===== config.mk =====
export PLATFORM = sky130hd
export DESIGN_NAME = gcode_line_parser_unit_flat
export DESIGN_NICKNAME = d
export VERILOG_FILES = /design/src/rtl/gclp_pkg.sv /design/src/rtl/gclp_char_if.sv /design/src/rtl/gclp_cmd_if.sv /design/src/rtl/gclp_front.sv /design/src/rtl/gclp_queue.sv /design/src/rtl/gclp_back.sv /design/src/rtl/gcode_line_parser_unit.sv /design/src/flat_wrapper.sv
export SDC_FILE = /design/constraint.sdc
export NUM_CORES = 2
export LEC_CHECK = 0
export BUFFER_PORTS_ARGS = -buffer_cell sky130_fd_sc_hd__buf_2
export CORE_MARGIN = 3
export CORE_UTILIZATION = 62
export DETAILED_ROUTE_END_ITERATION = 10
export PLACE_DENSITY = 0.92
export SYNTH_ARGS = -nofsm -noshare
export SYNTH_HDL_FRONTEND = slang
export SYNTH_SLANG_ARGS = --single-unit

===== constraint.sdc =====
create_clock -name clk -period 16.4 [get_ports clk]
set_input_delay 0.82 -clock clk [delete_from_list [all_inputs] [get_ports clk]]
set_output_delay 0.82 -clock clk [all_outputs]
set_load 0.1 [all_outputs]

===== src/rtl/gclp_pkg.sv =====
// gclp_pkg: shared types, character codes and constants of the g-code line parser
// no dependencies; used by every rtl module

package gclp_pkg;

  // fixed-point scaling of word values: units of 10^-FRACTION_DIGITS
  localparam int FRACTION_DIGITS = 3;
  localparam int FD_W = (FRACTION_DIGITS == 0) ? 1 : $clog2(FRACTION_DIGITS + 1);
  localparam int SCALE_W = $clog2((10 ** FRACTION_DIGITS) + 1);

  // depth of the token queue between front and back
  localparam int QUEUE_DEPTH = 4;
  localparam int QPTR_W = (QUEUE_DEPTH <= 1) ? 1 : $clog2(QUEUE_DEPTH);
  localparam int QCNT_W = $clog2(QUEUE_DEPTH + 1);

  // character codes
  localparam logic [7:0] CH_TAB   = 8'd9;
  localparam logic [7:0] CH_LF    = 8'd10;
  localparam logic [7:0] CH_VT    = 8'd11;
  localparam logic [7:0] CH_FF    = 8'd12;
  localparam logic [7:0] CH_CR    = 8'd13;
  localparam logic [7:0] CH_SPACE = 8'd32;
  localparam logic [7:0] CH_PLUS  = 8'd43;
  localparam logic [7:0] CH_MINUS = 8'd45;
  localparam logic [7:0] CH_POINT = 8'd46;
  localparam logic [7:0] CH_0     = 8'd48;
  localparam logic [7:0] CH_9     = 8'd57;
  localparam logic [7:0] CH_UA    = 8'd65;
  localparam logic [7:0] CH_UZ    = 8'd90;
  localparam logic [7:0] CH_LA    = 8'd97;
  localparam logic [7:0] CH_LZ    = 8'd122;
  localparam logic [7:0] CASE_OFS = 8'd32;
  localparam logic [7:0] CH_G     = 8'd71;
  localparam logic [7:0] CH_M     = 8'd77;
  localparam logic [7:0] CH_X     = 8'd88;
  localparam logic [7:0] CH_Y     = 8'd89;
  localparam logic [7:0] CH_Z     = 8'd90;
  localparam logic [7:0] CH_E     = 8'd69;
  localparam logic [7:0] CH_F     = 8'd70;
  localparam logic [7:0] CH_S     = 8'd83;

  // slots of the word value store
  localparam int NUM_WORDS = 6;
  localparam logic [2:0] SLOT_X = 3'd0;
  localparam logic [2:0] SLOT_Y = 3'd1;
  localparam logic [2:0] SLOT_Z = 3'd2;
  localparam logic [2:0] SLOT_E = 3'd3;
  localparam logic [2:0] SLOT_F = 3'd4;
  localparam logic [2:0] SLOT_S = 3'd5;

  // saturation limits
  localparam logic [31:0] CAP_WORD = 32'h8000_0000;
  localparam logic [31:0] CAP_CODE = 32'h0000_8000;
  localparam logic [31:0] WORD_MAX = 32'h7FFF_FFFF;
  localparam logic [15:0] CODE_MAX = 16'h7FFF;

  // character classes passed from front to back
  typedef enum logic [2:0] {
    TK_EOL,
    TK_LETTER,
    TK_DIGIT,
    TK_SIGN,
    TK_POINT,
    TK_BLANK,
    TK_OTHER
  } tok_kind_t;

  typedef struct packed {
    tok_kind_t  kind;
    logic [7:0] ch;     // upper-cased character
  } token_t;

  // line parse phase
  typedef enum logic [1:0] {
    PH_START,
    PH_CODE,
    PH_WORDS,
    PH_BAD
  } phase_t;

  // scale factors 10^k for k = 0 .. FRACTION_DIGITS
  typedef logic [SCALE_W-1:0] pow_tab_t [FRACTION_DIGITS+1];

  function automatic pow_tab_t pow10_tab();
    pow_tab_t    t;
    int unsigned p;
    p = 1;
    for (int i = 0; i <= FRACTION_DIGITS; i++) begin
      t[i] = SCALE_W'(p);
      p = p * 10;
    end
    return t;
  endfunction

  localparam pow_tab_t POW10 = pow10_tab();

endpackage


===== src/rtl/gclp_char_if.sv =====
// gclp_char_if: character input channel, valid/ready with one received character
// depends on nothing

interface gclp_char_if;
  logic       valid;
  logic       ready;
  logic [7:0] char_code;

  modport source (output valid, output char_code, input ready);
  modport sink (input valid, input char_code, output ready);
endinterface


===== src/rtl/gclp_cmd_if.sv =====
// gclp_cmd_if: parsed command output channel, valid/ready with the command fields
// depends on nothing

interface gclp_cmd_if;
  logic               valid;
  logic               ready;
  logic               cmd_ok;
  logic               is_m_code;
  logic signed [15:0] code_number;
  logic signed [31:0] x_value;
  logic signed [31:0] y_value;
  logic signed [31:0] z_value;
  logic signed [31:0] e_value;
  logic signed [31:0] feed_value;
  logic signed [31:0] dwell_value;
  logic [3:0]         axis_present;

  modport source (output valid, output cmd_ok, output is_m_code, output code_number,
                  output x_value, output y_value, output z_value, output e_value,
                  output feed_value, output dwell_value, output axis_present,
                  input ready);
  modport sink (input valid, input cmd_ok, input is_m_code, input code_number,
                input x_value, input y_value, input z_value, input e_value,
                input feed_value, input dwell_value, input axis_present,
                output ready);
endinterface


===== src/rtl/gclp_front.sv =====
// gclp_front: accepts characters, drops spaces and line feeds, upper-cases letters
// and classifies each kept character into a token; depends on gclp_pkg, gclp_char_if

module gclp_front (
  gclp_char_if.sink       char_in,
  input  logic            queue_full,
  output logic            tok_push,
  output gclp_pkg::token_t tok
);

  logic [7:0] ch_up;
  logic       dropped;

  // accept whenever the queue has room
  assign char_in.ready = !queue_full;

  // spaces and line feeds never reach the back end
  assign dropped  = (char_in.char_code == gclp_pkg::CH_LF) ||
                    (char_in.char_code == gclp_pkg::CH_SPACE);
  assign tok_push = char_in.valid && char_in.ready && !dropped;

  // upper-case a..z
  always_comb begin
    if (char_in.char_code >= gclp_pkg::CH_LA && char_in.char_code <= gclp_pkg::CH_LZ) begin
      ch_up = char_in.char_code - gclp_pkg::CASE_OFS;
    end else begin
      ch_up = char_in.char_code;
    end
  end

  // classify
  always_comb begin
    tok.ch = ch_up;
    priority if (ch_up == gclp_pkg::CH_CR) begin
      tok.kind = gclp_pkg::TK_EOL;
    end else if (ch_up >= gclp_pkg::CH_UA && ch_up <= gclp_pkg::CH_UZ) begin
      tok.kind = gclp_pkg::TK_LETTER;
    end else if (ch_up >= gclp_pkg::CH_0 && ch_up <= gclp_pkg::CH_9) begin
      tok.kind = gclp_pkg::TK_DIGIT;
    end else if (ch_up == gclp_pkg::CH_PLUS || ch_up == gclp_pkg::CH_MINUS) begin
      tok.kind = gclp_pkg::TK_SIGN;
    end else if (ch_up == gclp_pkg::CH_POINT) begin
      tok.kind = gclp_pkg::TK_POINT;
    end else if (ch_up == gclp_pkg::CH_TAB || ch_up == gclp_pkg::CH_VT ||
                 ch_up == gclp_pkg::CH_FF) begin
      tok.kind = gclp_pkg::TK_BLANK;
    end else begin
      tok.kind = gclp_pkg::TK_OTHER;
    end
  end

endmodule


===== src/rtl/gclp_queue.sv =====
// gclp_queue: small token fifo that decouples the front end from the back end
// depends on gclp_pkg

module gclp_queue (
  input  logic             clk,
  input  logic             rst,
  input  logic             push,
  input  gclp_pkg::token_t push_data,
  output logic             full,
  input  logic             pop,
  output gclp_pkg::token_t pop_data,
  output logic             empty
);

  gclp_pkg::token_t               entries [gclp_pkg::QUEUE_DEPTH];
  logic [gclp_pkg::QPTR_W-1:0]    wr_ptr;
  logic [gclp_pkg::QPTR_W-1:0]    rd_ptr;
  logic [gclp_pkg::QCNT_W-1:0]    count;

  assign full     = (count == gclp_pkg::QCNT_W'(gclp_pkg::QUEUE_DEPTH));
  assign empty    = (count == '0);
  assign pop_data = entries[rd_ptr];

  // storage
  always_ff @(posedge clk) begin
    if (push) begin
      entries[wr_ptr] <= push_data;
    end
  end

  // pointers and fill level
  always_ff @(posedge clk) begin
    if (rst) begin
      wr_ptr <= '0;
      rd_ptr <= '0;
      count  <= '0;
    end else begin
      if (push) begin
        wr_ptr <= (wr_ptr == gclp_pkg::QPTR_W'(gclp_pkg::QUEUE_DEPTH - 1)) ? '0 : wr_ptr + 1'b1;
      end
      if (pop) begin
        rd_ptr <= (rd_ptr == gclp_pkg::QPTR_W'(gclp_pkg::QUEUE_DEPTH - 1)) ? '0 : rd_ptr + 1'b1;
      end
      unique case ({push, pop})
        2'b10:   count <= count + 1'b1;
        2'b01:   count <= count - 1'b1;
        default: count <= count;
      endcase
    end
  end

endmodule


===== src/rtl/gclp_back.sv =====
// gclp_back: line parse engine; takes one queued token a cycle, holding an end of line until
// cmd_out is free; builds code and word values, registers one command per line; depends on gclp_pkg, gclp_cmd_if

module gclp_back (
  input  logic             clk,
  input  logic             rst,
  input  gclp_pkg::token_t tok,
  input  logic             tok_valid,
  output logic             tok_pop,
  gclp_cmd_if.source       cmd_out
);

  localparam int PROD_W = 32 + gclp_pkg::SCALE_W;

  // line state
  gclp_pkg::phase_t          phase, phase_next;
  logic                      line_is_m, line_is_m_next;
  logic [15:0]               code_accum, code_accum_next;
  logic [7:0]                word_letter, word_letter_next;
  logic                      word_has_body, word_has_body_next;
  logic [31:0]               number_accum, number_accum_next;
  logic                      number_negative, number_negative_next;
  logic                      number_started, number_started_next;
  logic                      seen_point, seen_point_next;
  logic [gclp_pkg::FD_W-1:0] fraction_digits, fraction_digits_next;
  logic                      number_stopped, number_stopped_next;
  logic [31:0]               word_values [gclp_pkg::NUM_WORDS];
  logic [31:0]               word_values_next [gclp_pkg::NUM_WORDS];
  logic [3:0]                present_bits, present_bits_next;

  // datapath helpers
  logic                      is_eol;
  logic                      take;
  logic                      feed_en;
  logic                      feed_decimal;
  logic                      clear_num;
  logic                      commit_en;
  logic [31:0]               cap_sel;
  logic [35:0]               push_sum;
  logic [31:0]               pushed;
  logic [15:0]               code_value;
  logic [gclp_pkg::FD_W-1:0] scale_idx;
  logic [PROD_W-1:0]         scaled;
  logic [31:0]               word_mag;
  logic [31:0]               word_value;
  logic                      slot_hit;
  logic [2:0]                slot;
  logic [31:0]               words_done [gclp_pkg::NUM_WORDS];
  logic [3:0]                present_done;
  logic                      line_ok;

  assign is_eol  = (tok.kind == gclp_pkg::TK_EOL);
  // an end of line needs the output register free; other tokens always go
  assign take    = tok_valid && (!is_eol || !cmd_out.valid || cmd_out.ready);
  assign tok_pop = take;

  // accumulate one digit with saturation at the active cap
  assign cap_sel  = (phase == gclp_pkg::PH_WORDS) ? gclp_pkg::CAP_WORD : gclp_pkg::CAP_CODE;
  assign push_sum = {4'd0, number_accum} * 36'd10 + {32'd0, tok.ch[3:0]};
  assign pushed   = (push_sum > {4'd0, cap_sel}) ? cap_sel : push_sum[31:0];

  // signed code from the accumulated magnitude
  always_comb begin
    if (number_negative) begin
      code_value = 16'd0 - number_accum[15:0];
    end else if (number_accum > {16'd0, gclp_pkg::CODE_MAX}) begin
      code_value = gclp_pkg::CODE_MAX;
    end else begin
      code_value = number_accum[15:0];
    end
  end

  // word value: scale missing fraction digits in one multiply, then saturate
  assign scale_idx = gclp_pkg::FD_W'(gclp_pkg::FRACTION_DIGITS) - fraction_digits;
  assign scaled    = PROD_W'(number_accum) * PROD_W'(gclp_pkg::POW10[scale_idx]);
  assign word_mag  = (scaled > PROD_W'(gclp_pkg::CAP_WORD)) ? gclp_pkg::CAP_WORD
                                                            : scaled[31:0];
  always_comb begin
    if (number_negative) begin
      word_value = 32'd0 - word_mag;
    end else if (word_mag > gclp_pkg::WORD_MAX) begin
      word_value = gclp_pkg::WORD_MAX;
    end else begin
      word_value = word_mag;
    end
  end

  // map the word letter to its slot
  always_comb begin
    slot_hit = 1'b1;
    slot     = gclp_pkg::SLOT_X;
    unique case (word_letter)
      gclp_pkg::CH_X: slot = gclp_pkg::SLOT_X;
      gclp_pkg::CH_Y: slot = gclp_pkg::SLOT_Y;
      gclp_pkg::CH_Z: slot = gclp_pkg::SLOT_Z;
      gclp_pkg::CH_E: slot = gclp_pkg::SLOT_E;
      gclp_pkg::CH_F: slot = gclp_pkg::SLOT_F;
      gclp_pkg::CH_S: slot = gclp_pkg::SLOT_S;
      default:        slot_hit = 1'b0;
    endcase
  end

  // word store with the pending word folded in
  assign commit_en = take && (phase == gclp_pkg::PH_WORDS) &&
                     ((tok.kind == gclp_pkg::TK_LETTER) || (is_eol && word_has_body));
  always_comb begin
    present_done = present_bits;
    for (int i = 0; i < gclp_pkg::NUM_WORDS; i++) begin
      words_done[i] = word_values[i];
      if (commit_en && slot_hit && slot == 3'(i)) begin
        words_done[i] = word_value;
      end
    end
    if (commit_en && slot_hit && slot <= gclp_pkg::SLOT_E) begin
      present_done[slot[1:0]] = 1'b1;
    end
  end

  assign line_ok = (phase == gclp_pkg::PH_CODE) || (phase == gclp_pkg::PH_WORDS);

  // next line state
  always_comb begin
    phase_next           = phase;
    line_is_m_next       = line_is_m;
    code_accum_next      = code_accum;
    word_letter_next     = word_letter;
    word_has_body_next   = word_has_body;
    number_accum_next    = number_accum;
    number_negative_next = number_negative;
    number_started_next  = number_started;
    seen_point_next      = seen_point;
    fraction_digits_next = fraction_digits;
    number_stopped_next  = number_stopped;
    present_bits_next    = present_done;
    for (int i = 0; i < gclp_pkg::NUM_WORDS; i++) begin
      word_values_next[i] = words_done[i];
    end
    feed_en      = 1'b0;
    feed_decimal = (phase == gclp_pkg::PH_WORDS);
    clear_num    = 1'b0;

    if (take && is_eol) begin
      // end of line: back to a clean line
      phase_next         = gclp_pkg::PH_START;
      line_is_m_next     = 1'b0;
      code_accum_next    = '0;
      word_letter_next   = '0;
      word_has_body_next = 1'b0;
      clear_num          = 1'b1;
      present_bits_next  = '0;
      for (int i = 0; i < gclp_pkg::NUM_WORDS; i++) begin
        word_values_next[i] = '0;
      end
    end else if (take) begin
      unique case (phase)
        gclp_pkg::PH_START: begin
          if (tok.ch == gclp_pkg::CH_G || tok.ch == gclp_pkg::CH_M) begin
            line_is_m_next = (tok.ch == gclp_pkg::CH_M);
            phase_next     = gclp_pkg::PH_CODE;
            clear_num      = 1'b1;
          end else begin
            phase_next = gclp_pkg::PH_BAD;
          end
        end
        gclp_pkg::PH_CODE: begin
          if (tok.kind == gclp_pkg::TK_LETTER) begin
            code_accum_next    = code_value;
            phase_next         = gclp_pkg::PH_WORDS;
            word_letter_next   = tok.ch;
            word_has_body_next = 1'b0;
            clear_num          = 1'b1;
          end else begin
            feed_en = 1'b1;
          end
        end
        gclp_pkg::PH_WORDS: begin
          if (tok.kind == gclp_pkg::TK_LETTER) begin
            word_letter_next   = tok.ch;
            word_has_body_next = 1'b0;
            clear_num          = 1'b1;
          end else begin
            word_has_body_next = 1'b1;
            feed_en            = 1'b1;
          end
        end
        gclp_pkg::PH_BAD: begin
        end
      endcase
    end

    // number syntax step
    if (clear_num) begin
      number_accum_next    = '0;
      number_negative_next = 1'b0;
      number_started_next  = 1'b0;
      seen_point_next      = 1'b0;
      fraction_digits_next = '0;
      number_stopped_next  = 1'b0;
    end else if (feed_en && !number_stopped) begin
      unique case (tok.kind)
        gclp_pkg::TK_BLANK: begin
          if (number_started) begin
            number_stopped_next = 1'b1;
          end
        end
        gclp_pkg::TK_SIGN: begin
          if (number_started) begin
            number_stopped_next = 1'b1;
          end else begin
            number_started_next  = 1'b1;
            number_negative_next = (tok.ch == gclp_pkg::CH_MINUS);
          end
        end
        gclp_pkg::TK_DIGIT: begin
          number_started_next = 1'b1;
          if (!seen_point) begin
            number_accum_next = pushed;
          end else if (fraction_digits < gclp_pkg::FD_W'(gclp_pkg::FRACTION_DIGITS)) begin
            fraction_digits_next = fraction_digits + 1'b1;
            number_accum_next    = pushed;
          end
        end
        gclp_pkg::TK_POINT: begin
          if (feed_decimal && !seen_point) begin
            number_started_next = 1'b1;
            seen_point_next     = 1'b1;
          end else begin
            number_stopped_next = 1'b1;
          end
        end
        default: number_stopped_next = 1'b1;
      endcase
    end
  end

  // line state registers
  always_ff @(posedge clk) begin
    if (rst) begin
      phase           <= gclp_pkg::PH_START;
      line_is_m       <= 1'b0;
      code_accum      <= '0;
      word_letter     <= '0;
      word_has_body   <= 1'b0;
      number_accum    <= '0;
      number_negative <= 1'b0;
      number_started  <= 1'b0;
      seen_point      <= 1'b0;
      fraction_digits <= '0;
      number_stopped  <= 1'b0;
      present_bits    <= '0;
      for (int i = 0; i < gclp_pkg::NUM_WORDS; i++) begin
        word_values[i] <= '0;
      end
    end else begin
      phase           <= phase_next;
      line_is_m       <= line_is_m_next;
      code_accum      <= code_accum_next;
      word_letter     <= word_letter_next;
      word_has_body   <= word_has_body_next;
      number_accum    <= number_accum_next;
      number_negative <= number_negative_next;
      number_started  <= number_started_next;
      seen_point      <= seen_point_next;
      fraction_digits <= fraction_digits_next;
      number_stopped  <= number_stopped_next;
      present_bits    <= present_bits_next;
      for (int i = 0; i < gclp_pkg::NUM_WORDS; i++) begin
        word_values[i] <= word_values_next[i];
      end
    end
  end

  // output valid
  always_ff @(posedge clk) begin
    if (rst) begin
      cmd_out.valid <= 1'b0;
    end else if (take && is_eol) begin
      cmd_out.valid <= 1'b1;
    end else if (cmd_out.ready) begin
      cmd_out.valid <= 1'b0;
    end
  end

  // output payload, zeroed for a bad line
  always_ff @(posedge clk) begin
    if (take && is_eol) begin
      cmd_out.cmd_ok       <= line_ok;
      cmd_out.is_m_code    <= line_ok && line_is_m;
      cmd_out.code_number  <= !line_ok ? '0 :
                              (phase == gclp_pkg::PH_CODE) ? code_value : code_accum;
      cmd_out.x_value      <= line_ok ? words_done[gclp_pkg::SLOT_X] : '0;
      cmd_out.y_value      <= line_ok ? words_done[gclp_pkg::SLOT_Y] : '0;
      cmd_out.z_value      <= line_ok ? words_done[gclp_pkg::SLOT_Z] : '0;
      cmd_out.e_value      <= line_ok ? words_done[gclp_pkg::SLOT_E] : '0;
      cmd_out.feed_value   <= line_ok ? words_done[gclp_pkg::SLOT_F] : '0;
      cmd_out.dwell_value  <= line_ok ? words_done[gclp_pkg::SLOT_S] : '0;
      cmd_out.axis_present <= line_ok ? present_done : '0;
    end
  end

  // end of line always returns the parser to the start of a line
  a_eol_restart: assert property (@(posedge clk) disable iff (rst)
    (take && is_eol) |=> (phase == gclp_pkg::PH_START))
    else $error("parser not at line start after end of line");

  // a decimal point can only have been taken inside a word
  a_point_in_word: assert property (@(posedge clk) disable iff (rst)
    seen_point |-> (phase == gclp_pkg::PH_WORDS))
    else $error("decimal point recorded outside a word");

  // fraction digit count never passes the kept precision
  a_fraction_bound: assert property (@(posedge clk) disable iff (rst)
    fraction_digits <= gclp_pkg::FD_W'(gclp_pkg::FRACTION_DIGITS))
    else $error("fraction digit count out of range");

  // no axis can be marked before the command letter
  a_clean_start: assert property (@(posedge clk) disable iff (rst)
    (phase == gclp_pkg::PH_START) |-> (present_bits == '0 && !number_started))
    else $error("stale line state at start of line");

  // a new command appears only from an end of line
  a_result_source: assert property (@(posedge clk) disable iff (rst)
    $rose(cmd_out.valid) |-> $past(take && is_eol))
    else $error("command presented without an end of line");

endmodule


===== src/rtl/gcode_line_parser_unit.sv =====
// gcode_line_parser_unit: top level of the g-code line parser
// depends on gclp_pkg, gclp_char_if, gclp_cmd_if, gclp_front, gclp_queue, gclp_back

// Characters enter on char_in at up to one per clock while the queue has room;
// spaces and line feeds are dropped at the input and the rest are classified and
// queued in a four-entry token queue. The back end takes one token per clock,
// holding a carriage return only while the last command is unread, and does the
// digit accumulate and word commit (one constant multiply for the fraction
// scaling) as each token is taken. A carriage return passes the token queue
// and the back end registers one command for it on cmd_out; the next line is
// accepted while that command waits, and input stalls only once the queue fills
// behind an unread command. No clearing pass is needed after reset.

module gcode_line_parser_unit (
  input  logic        clk,
  input  logic        rst,
  gclp_char_if.sink   char_in,
  gclp_cmd_if.source  cmd_out
);

  gclp_pkg::token_t front_tok;
  gclp_pkg::token_t back_tok;
  logic             tok_push;
  logic             tok_pop;
  logic             queue_full;
  logic             queue_empty;

  // classify incoming characters
  gclp_front u_front (
    .char_in    (char_in),
    .queue_full (queue_full),
    .tok_push   (tok_push),
    .tok        (front_tok)
  );

  // token queue between front and back
  gclp_queue u_queue (
    .clk       (clk),
    .rst       (rst),
    .push      (tok_push),
    .push_data (front_tok),
    .full      (queue_full),
    .pop       (tok_pop),
    .pop_data  (back_tok),
    .empty     (queue_empty)
  );

  // parse engine and command register
  gclp_back u_back (
    .clk       (clk),
    .rst       (rst),
    .tok       (back_tok),
    .tok_valid (!queue_empty),
    .tok_pop   (tok_pop),
    .cmd_out   (cmd_out)
  );

endmodule


===== src/flat_wrapper.sv =====
// flat-port wrapper written by rule: the top's interface ports become plain ports
module gcode_line_parser_unit_flat 
  (clk, rst, char_in_valid, char_in_char_code, char_in_ready, cmd_out_valid, cmd_out_cmd_ok, cmd_out_is_m_code, cmd_out_code_number, cmd_out_x_value, cmd_out_y_value, cmd_out_z_value, cmd_out_e_value, cmd_out_feed_value, cmd_out_dwell_value, cmd_out_axis_present, cmd_out_ready);
  gclp_char_if char_in_i ();
  gclp_cmd_if cmd_out_i ();
  input  logic clk;
  input  logic rst;
  input wire logic [$bits(char_in_i.valid)-1:0] char_in_valid;
  input wire logic [$bits(char_in_i.char_code)-1:0] char_in_char_code;
  output wire logic [$bits(char_in_i.ready)-1:0] char_in_ready;
  output wire logic [$bits(cmd_out_i.valid)-1:0] cmd_out_valid;
  output wire logic [$bits(cmd_out_i.cmd_ok)-1:0] cmd_out_cmd_ok;
  output wire logic [$bits(cmd_out_i.is_m_code)-1:0] cmd_out_is_m_code;
  output wire logic [$bits(cmd_out_i.code_number)-1:0] cmd_out_code_number;
  output wire logic [$bits(cmd_out_i.x_value)-1:0] cmd_out_x_value;
  output wire logic [$bits(cmd_out_i.y_value)-1:0] cmd_out_y_value;
  output wire logic [$bits(cmd_out_i.z_value)-1:0] cmd_out_z_value;
  output wire logic [$bits(cmd_out_i.e_value)-1:0] cmd_out_e_value;
  output wire logic [$bits(cmd_out_i.feed_value)-1:0] cmd_out_feed_value;
  output wire logic [$bits(cmd_out_i.dwell_value)-1:0] cmd_out_dwell_value;
  output wire logic [$bits(cmd_out_i.axis_present)-1:0] cmd_out_axis_present;
  input wire logic [$bits(cmd_out_i.ready)-1:0] cmd_out_ready;
  assign char_in_i.valid = char_in_valid;
  assign char_in_i.char_code = char_in_char_code;
  assign char_in_ready = char_in_i.ready;
  assign cmd_out_valid = cmd_out_i.valid;
  assign cmd_out_cmd_ok = cmd_out_i.cmd_ok;
  assign cmd_out_is_m_code = cmd_out_i.is_m_code;
  assign cmd_out_code_number = cmd_out_i.code_number;
  assign cmd_out_x_value = cmd_out_i.x_value;
  assign cmd_out_y_value = cmd_out_i.y_value;
  assign cmd_out_z_value = cmd_out_i.z_value;
  assign cmd_out_e_value = cmd_out_i.e_value;
  assign cmd_out_feed_value = cmd_out_i.feed_value;
  assign cmd_out_dwell_value = cmd_out_i.dwell_value;
  assign cmd_out_axis_present = cmd_out_i.axis_present;
  assign cmd_out_i.ready = cmd_out_ready;
  gcode_line_parser_unit u_core (.clk(clk), .rst(rst), .char_in(char_in_i), .cmd_out(cmd_out_i));
endmodule

# --- After elaboration in Yosys (flattened, before gate mapping) ---
# Memory sizes are Yosys's and may differ from the RTL's. A register that Yosys moved wholly into a read port is not among the register bits.
# Cells that the tools add are included.
word_totals:
  ff_bits: 292
  mem_bits_rw: 236
  out_inout_bits: 216
  wordCells: 238
  mem_count: 2
memory_table:
  columns: ["name", "words", "word_bits", "rd", "rd_ports_with_merged_regs", "wr", "line", "rtl"]
  rows:
  - ["u_core.u_back.word_values", 6, 32, 6, 0, 6, "gclp_back.sv:27", "logic [31:0] word_values [gclp_pkg::NUM_WORDS];"]
  - ["u_core.u_queue.entries", 4, 11, 1, 1, 1, "gclp_queue.sv:15", "gclp_pkg::token_t entries [gclp_pkg::QUEUE_DEPTH];"]
classes:
  add_sub_neg: 10
  n_mul: 2
  magnitude_cmp: 15
  n_eq_ne: 40
  muxes: 69
  bitwise_logic: 10
  n_reduce_logical: 64
ops:
  columns: ["op", "n"]
  rows:
  - ["$mux W32", 19]
  - ["$mux W192", 1]
  - ["$eq A8 B7 Y1 const B", 8]
  - ["$mux W16", 3]
  - ["$gt A42 B32 Y1 const B", 1]
  - ["$mul A32 B10 Y42", 1]
  - ["$eq A8 B4 Y1 const B", 5]
  - ["$eq A8 B6 Y1 const B", 5]
  - ["$add A36 B4 Y36", 1]
  - ["$gt A36 B32 Y1", 1]
  - ["$mul A32 B3 Y35 const B", 1]
  - ["$gt A32 B15 Y1 const B", 1]
  - ["$gt A32 B31 Y1 const B", 1]
  - ["$sub A1 B32 Y32 const A", 1]
  - ["$reduce_and A3 Y1", 9]
  - ["$logic_and A1 B1 Y1", 22]
  - ["$mux W1", 21]
  - ["$bmux W10 S2", 1]
  - ["$mux W10", 2]
  - ["$ge A8 B7 Y1 const B", 2]
  - ["$le A8 B7 Y1 const B", 2]
  - ["$mux W2", 8]
  - ["$sub A1 B16 Y16 const A", 1]
  - ["$eq A3 B3 Y1 const B", 5]
  - ["other kinds (39)", 88]

# --- Depth between registers and ports, before layout ---
logic_depth:
  ltp_word: 14
  ltp_mapped: 41
  ltp_nobuf: 33

# --- By module ---
# Synthesis repeated with hierarchy kept, for this count alone.
hier_totals:
  cells_unflattened: 3883
  hier_area_um2: 35335.1
modules_own_cells:
  columns: ["module", "instances", "cells_each", "area_per_inst_um2"]
  rows:
  - ["gclp_back", 1, 3710, 32806.5]
  - ["gclp_queue", 1, 105, 2037.0]
  - ["gclp_front", 1, 67, 488.0]
  - ["gcode_line_parser_unit", 1, 1, 3.8]

# --- Worst setup path after synthesis ---
# Ideal clock, no wire load.
synth_path:
  kind: "reg2reg"
  startpoint: "reg (tool-made name)"
  endpoint: "reg u_core.u_back.fraction_digits[0] (netlist name)"
  setup_ns: 0.128
  arrival_time_ns: 12.668
  t_required_ns: 16.272
  setup_slack_ns: 3.605
  path_stages_with_launch: 12
  path_buffers: 3
  period_less_slack_ns: 12.795
  cell_sequence: "dfxtp_1 clkbuf_1 mux4_2 nor2_1 a21oi_1 nand2_1 nor2_1 nor2_1 o21ai_0 clkbuf_1 clkbuf_1 nor2_1"
synth_lines:
  columns: ["element", "line", "rtl"]
  rows:
  - ["end signal, assigned", "gclp_back.sv:264", "fraction_digits <= fraction_digits_next;"]
  - ["end, declared", "gclp_back.sv:25", "logic [gclp_pkg::FD_W-1:0] fraction_digits, fraction_digits_next;"]

# --- Worst setup path in the final report ---
layout_path:
  startpoint: "reg u_core.u_back.fraction_digits[0] (netlist name)"
  endpoint: "reg u_core.u_back.cmd_out.y_value[18] (data pin)"
layout_via:
  elab_chain_cells: 12
  elab_cells_between_ends: 13
layout_lines:
  columns: ["element", "line", "rtl"]
  rows:
  - ["$sub A2 B2 Y2 (*)", "gclp_back.sv:74", "assign scale_idx = gclp_pkg::FD_W'(gclp_pkg::FRACTION_DIGITS) - fraction_digits;"]
  - ["via u_core.u_back.scale_idx (one bit)", "gclp_back.sv:42", "logic [gclp_pkg::FD_W-1:0] scale_idx;"]
  - ["$not A2 Y3 (not written as such) (*)", "gclp_back.sv:75", "assign scaled = PROD_W'(number_accum) * PROD_W'(gclp_pkg::POW10[scale_idx]);"]
  - ["$bmux W10 S2 (*)", "gclp_back.sv:75", null]
  - ["$mux W10 (not written as such) (*) (2 in series)", "gclp_back.sv:75", null]
  - ["$mul A32 B10 Y42 (*)", "gclp_back.sv:75", null]
  - ["$gt A42 B32 Y1", "gclp_back.sv:76", "assign word_mag = (scaled > PROD_W'(gclp_pkg::CAP_WORD)) ? gclp_pkg::CAP_WORD"]
  - ["$mux W32 (*)", "gclp_back.sv:76", null]
  - ["$gt A32 B31 Y1", "gclp_back.sv:81", "end else if (word_mag > gclp_pkg::WORD_MAX) begin"]
  - ["$mux W32", "gclp_back.sv:81", null]
  - ["$mux W32 (*)", "gclp_back.sv:79", "if (number_negative) begin"]
  - ["$mux W32 (*)", "gclp_back.sv:110", "if (commit_en && slot_hit && slot == 3'(i)) begin"]
  - ["end signal, assigned", "gclp_back.sv:292", "cmd_out.y_value <= line_ok ? words_done[gclp_pkg::SLOT_Y] : '0;"]
  - ["end, declared", "gclp_cmd_if.sv:19", "output x_value, output y_value, output z_value, output e_value,"]
# Mark *: on every way through the listed nets, which the timed path passes. The rest lies on a longest branch. The select of a mux whose other input is x is not followed.
# A chain may end at the register's enable or synchronous reset.

==> flow_summary.json <==
{
  "status": "finished, final reports clean",
  "min_from": "u_core.u_back.code_accum[14]",
  "cts_tree": "done",
  "synth_edf_count": 258,
  "cts.sinks": 530,
  "vias_per_cell": 6.63,
  "synthFlopType": "dfxtp_1",
  "timing_worst_slew_pin_value_ns": 1.25,
  "fin_util_pct": 68.4,
  "power.share.sequential_pct": 41.0,
  "ctsResizeCount": 0,
  "fmax_ghz": 0.0931,
  "clock_latency_ns": 0.60,
  "cts_max_path_buffers": 3,
  "ff2ff_setup_slack_ns": 5.66,
  "syn2layout_area_growth_pct": 8.94,
  "rsz0062_at_grt": "no",
  "slew_headroom_pct": 15.6,
  "worstSetupStartpointType": "flip-flop",
  "track_usage_pct": 33.5,
  "globalplace.congestion": 0.997,
  "finalClockSkew_ns": 0.0257,
  "layout_commonest_cell": "nand2_1",
  "grt_pass1_vias": 29800,
  "cts_hold_buf": 0,
  "seq_area_frac_synth_pct": 37.2,
  "ant_nets": 0,
  "die_area_mm2": 0.0602,
  "nFillCells": 3962,
  "clockRootBuffer": "clkbuf_16",
  "rr_worst_depth": 31,
  "wirelength_mm": 104,
  "total_power_uw": 3660,
  "reg2reg_to": "u_core.u_back.cmd_out.y_value[18]",
  "p_leak_uw": 0.0162,
  "period_needed_ns": 10.74,
  "cts_buffers": 48,
  "portBuffers": 227,
  "grt_pass1_wl_mm": 161,
  "end_kind": "flip-flop",
  "hold_violations": 0,
  "p_int_uw": 2320,
  "cp.required_ns": 16.68,
  "syn-num-nets": 4258,
  "crit_path_top_delay_cell": "nor4_2",
  "ir_drop_mv": 0.118,
  "wl_per_cell_um": 22.1,
  "cap_violations": 0,
  "path_max_fanout": 63,
  "num_vias": 31200,
  "drt_first_pass_iters": 7,
  "final-max-slew-violation-count": 0,
  "synth_cells": 3861,
  "grt_overflow_total": 0,
  "setup_viol": 0,
  "critical_path_class": "reg -> reg",
  "cp-startpoint": "u_core.u_back.fraction_digits[0]",
  "core-area_mm2": 0.0565,
  "ys_ff_latch": 530,
  "clk_pin_slew_worst_paths_ns": 0.07,
  "min_path_type": "reg -> reg",
  "htreeDepth": 2,
  "hpwl_mm": 71.1,
  "num_rows": 87,
  "drive_gt1_share_pct": 11.2,
  "grt_max_degree": 93,
  "antenna_found_initial": 2,
  "syn_area_per_cell_um2": 9.19,
  "die_y_um": 245,
  "finalCritPeriodShare_pct": 65.5,
  "r2r_start": "u_core.u_back.fraction_digits[0]",
  "p_sw_uw": 1340,
  "max_stage_delay_ns": 0.90,
  "nets": 4308,
  "yosysUniqueCellTypes": 104,
  "postCtsSetupBuffers": 0,
  "ys_async_sr_fraction_pct": 0,
  "mostFrequentLayoutCells": "nand2_1, inv_1, nor2_1, dfxtp_1, edfxtp_1",
  "switching_share_pct": 36.6,
  "cellPowerDensity_mw_per_mm2": 94.7,
  "drt_iter0_drc": 4390,
  "place_area_mm2": 0.0370,
  "ys_warn_count": 0,
  "design_area_mm2": 0.0387,
  "start_util_pct": 62.8,
  "antenna-diode-count": 0,
  "syn_area_mm2": 0.0355,
  "whs_endpoint": "u_core.u_back.code_accum[14]",
  "tns_ns": 0,
  "hold_depth": 2,
  "drc": 0,
  "p_comb_share_pct": 26.3,
  "clock_power_share_pct": 32.7,
  "fp.dieW_um": 245,
  "ios": 228,
  "worstPathArrival_ns": 11.02
}
==> worst max-delay path: cells and delay by family (launching register included) <==
family | cells | cell delay, ns
buffers and inverters | 6 | 1.05
xor gates and xnor gates | 1 | 0.33
DFF | 1 | 0.36
AOI/OAI and AO/OA | 8 | 2.18
adders and majority gates | 8 | 3.62
and+or+nand+nor | 8 | 2.85
==> synthesized netlist by cell type (all sizes together), types with 9 or more instances <==
cell type / instances / share of area, %
a211oi: 66 / 1.5
a21o: 46 / 0.97
a21oi: 217 / 3.1
a31oi: 50 / 0.88
and2: 51 / 0.90
and3: 23 / 0.41
and4: 13 / 0.32
buf: 39 / 0.55
clkbuf: 241 / 2.6
dfxtp: 272 / 15
edfxtp: 258 / 22
fa: 192 / 11
ha: 193 / 6.8
inv: 286 / 3.0
maj3: 9 / 0.25
mux2i: 48 / 1.4
mux4: 11 / 0.70
nand2: 544 / 5.8
nand2b: 16 / 0.28
nand3: 59 / 0.83
nand4: 60 / 1.1
nand4b: 10 / 0.25
nor2: 286 / 3.0
nor2b: 43 / 0.76
nor3: 55 / 0.82
nor3b: 11 / 0.23
nor4: 33 / 0.73
o211ai: 17 / 0.36
o21a: 10 / 0.21
o21ai: 168 / 2.4
o21bai: 12 / 0.25
o22ai: 195 / 3.6
o31a: 9 / 0.22
o31ai: 10 / 0.23
o32ai: 27 / 0.67
or2: 11 / 0.19
or3: 22 / 0.39
xnor2: 59 / 1.5
xor2: 62 / 1.5
==> area by class of cell <==
| class | instances | area [µm²] | area share (%) |
|---|---|---|---|
| Multi-Input combinational cell | 2765 | 20200 | 52.4 |
| Sequential cell | 530 | 13200 | 34.1 |
| Timing Repair Buffer | 280 | 1530 | 3.97 |
| Clock buffer | 64 | 1370 | 3.53 |
| Inverter | 286 | 1070 | 2.78 |
| Tap cell | 756 | 946 | 2.45 |
| Clock inverter | 26 | 303 | 0.783 |
==> metal layers <==
metal / track usage (%) / share of wire (%) / up-vias
met3: 5.60 / 11 / 446
met1: 43.8 / 37 / 14800
li1: - / - / 13700
met4: 15.8 / 5.4 / 4
met2: 54.5 / 47 / 2190
met5: 0 / 0.025 / -
==> flip-flops by register name (all words and copies together), names as in the netlist, 16 cells and up, named ones only <==
signal / cells
u_core.u_back.word_values: 192
u_core.u_queue.entries: 44
u_core.u_back.cmd_out.dwell_value: 32
u_core.u_back.cmd_out.e_value: 32
u_core.u_back.cmd_out.feed_value: 32
u_core.u_back.cmd_out.x_value: 32
u_core.u_back.cmd_out.y_value: 32
u_core.u_back.cmd_out.z_value: 32
u_core.u_back.number_accum: 32
u_core.u_back.cmd_out.code_number: 16
u_core.u_back.code_accum: 16
==> through the flow <==
stage	setup WS, ns	hold slack, ns	std cells
final	5.66	0.458	4707
after global routing	5.06	0.484	4707
after CTS	5.90	0.455	4707
after detailed placement	5.90	0.446	4617
after global placement	6.15	0.434	4617
after floorplan	3.60	0.427	3861
==> power groups by stage <==
stage / Sequential (µW) / Combinational [µW] / Clock [µW]
finish: 1500 / 965 / 1200
CTS: 1500 / 941 / 1190
global placement: 1520 / 920 / 0
global route: 1500 / 1010 / 1240
floorplan: 1780 / 468 / 0
detailed placement: 1530 / 932 / 0
==> how the worst max path moves through the flow <==
stage / endpoint / slack [ns]
2_1_floorplan: u_core.u_back.fraction_digits[0] / 3.60
3_3_place_gp: u_core.u_back.cmd_out.x_value[18] / 6.15
3_5_place_dp: u_core.u_back.cmd_out.y_value[18] / 5.90
4_1_cts: u_core.u_back.cmd_out.z_value[18] / 5.90
5_1_grt: u_core.u_back.cmd_out.y_value[18] / 5.06
6_report: u_core.u_back.cmd_out.y_value[18] / 5.66
==> kinds of logic after synthesis <==
kind of cell	share of synthesized area, %
simple gates	16.6
compound gates	17.1
mux	2.12
xor+xnor	2.99
fa+ha+maj	17.9
buf+inv	6.13
flops	37.2
(Power assumes the default switching activity.)
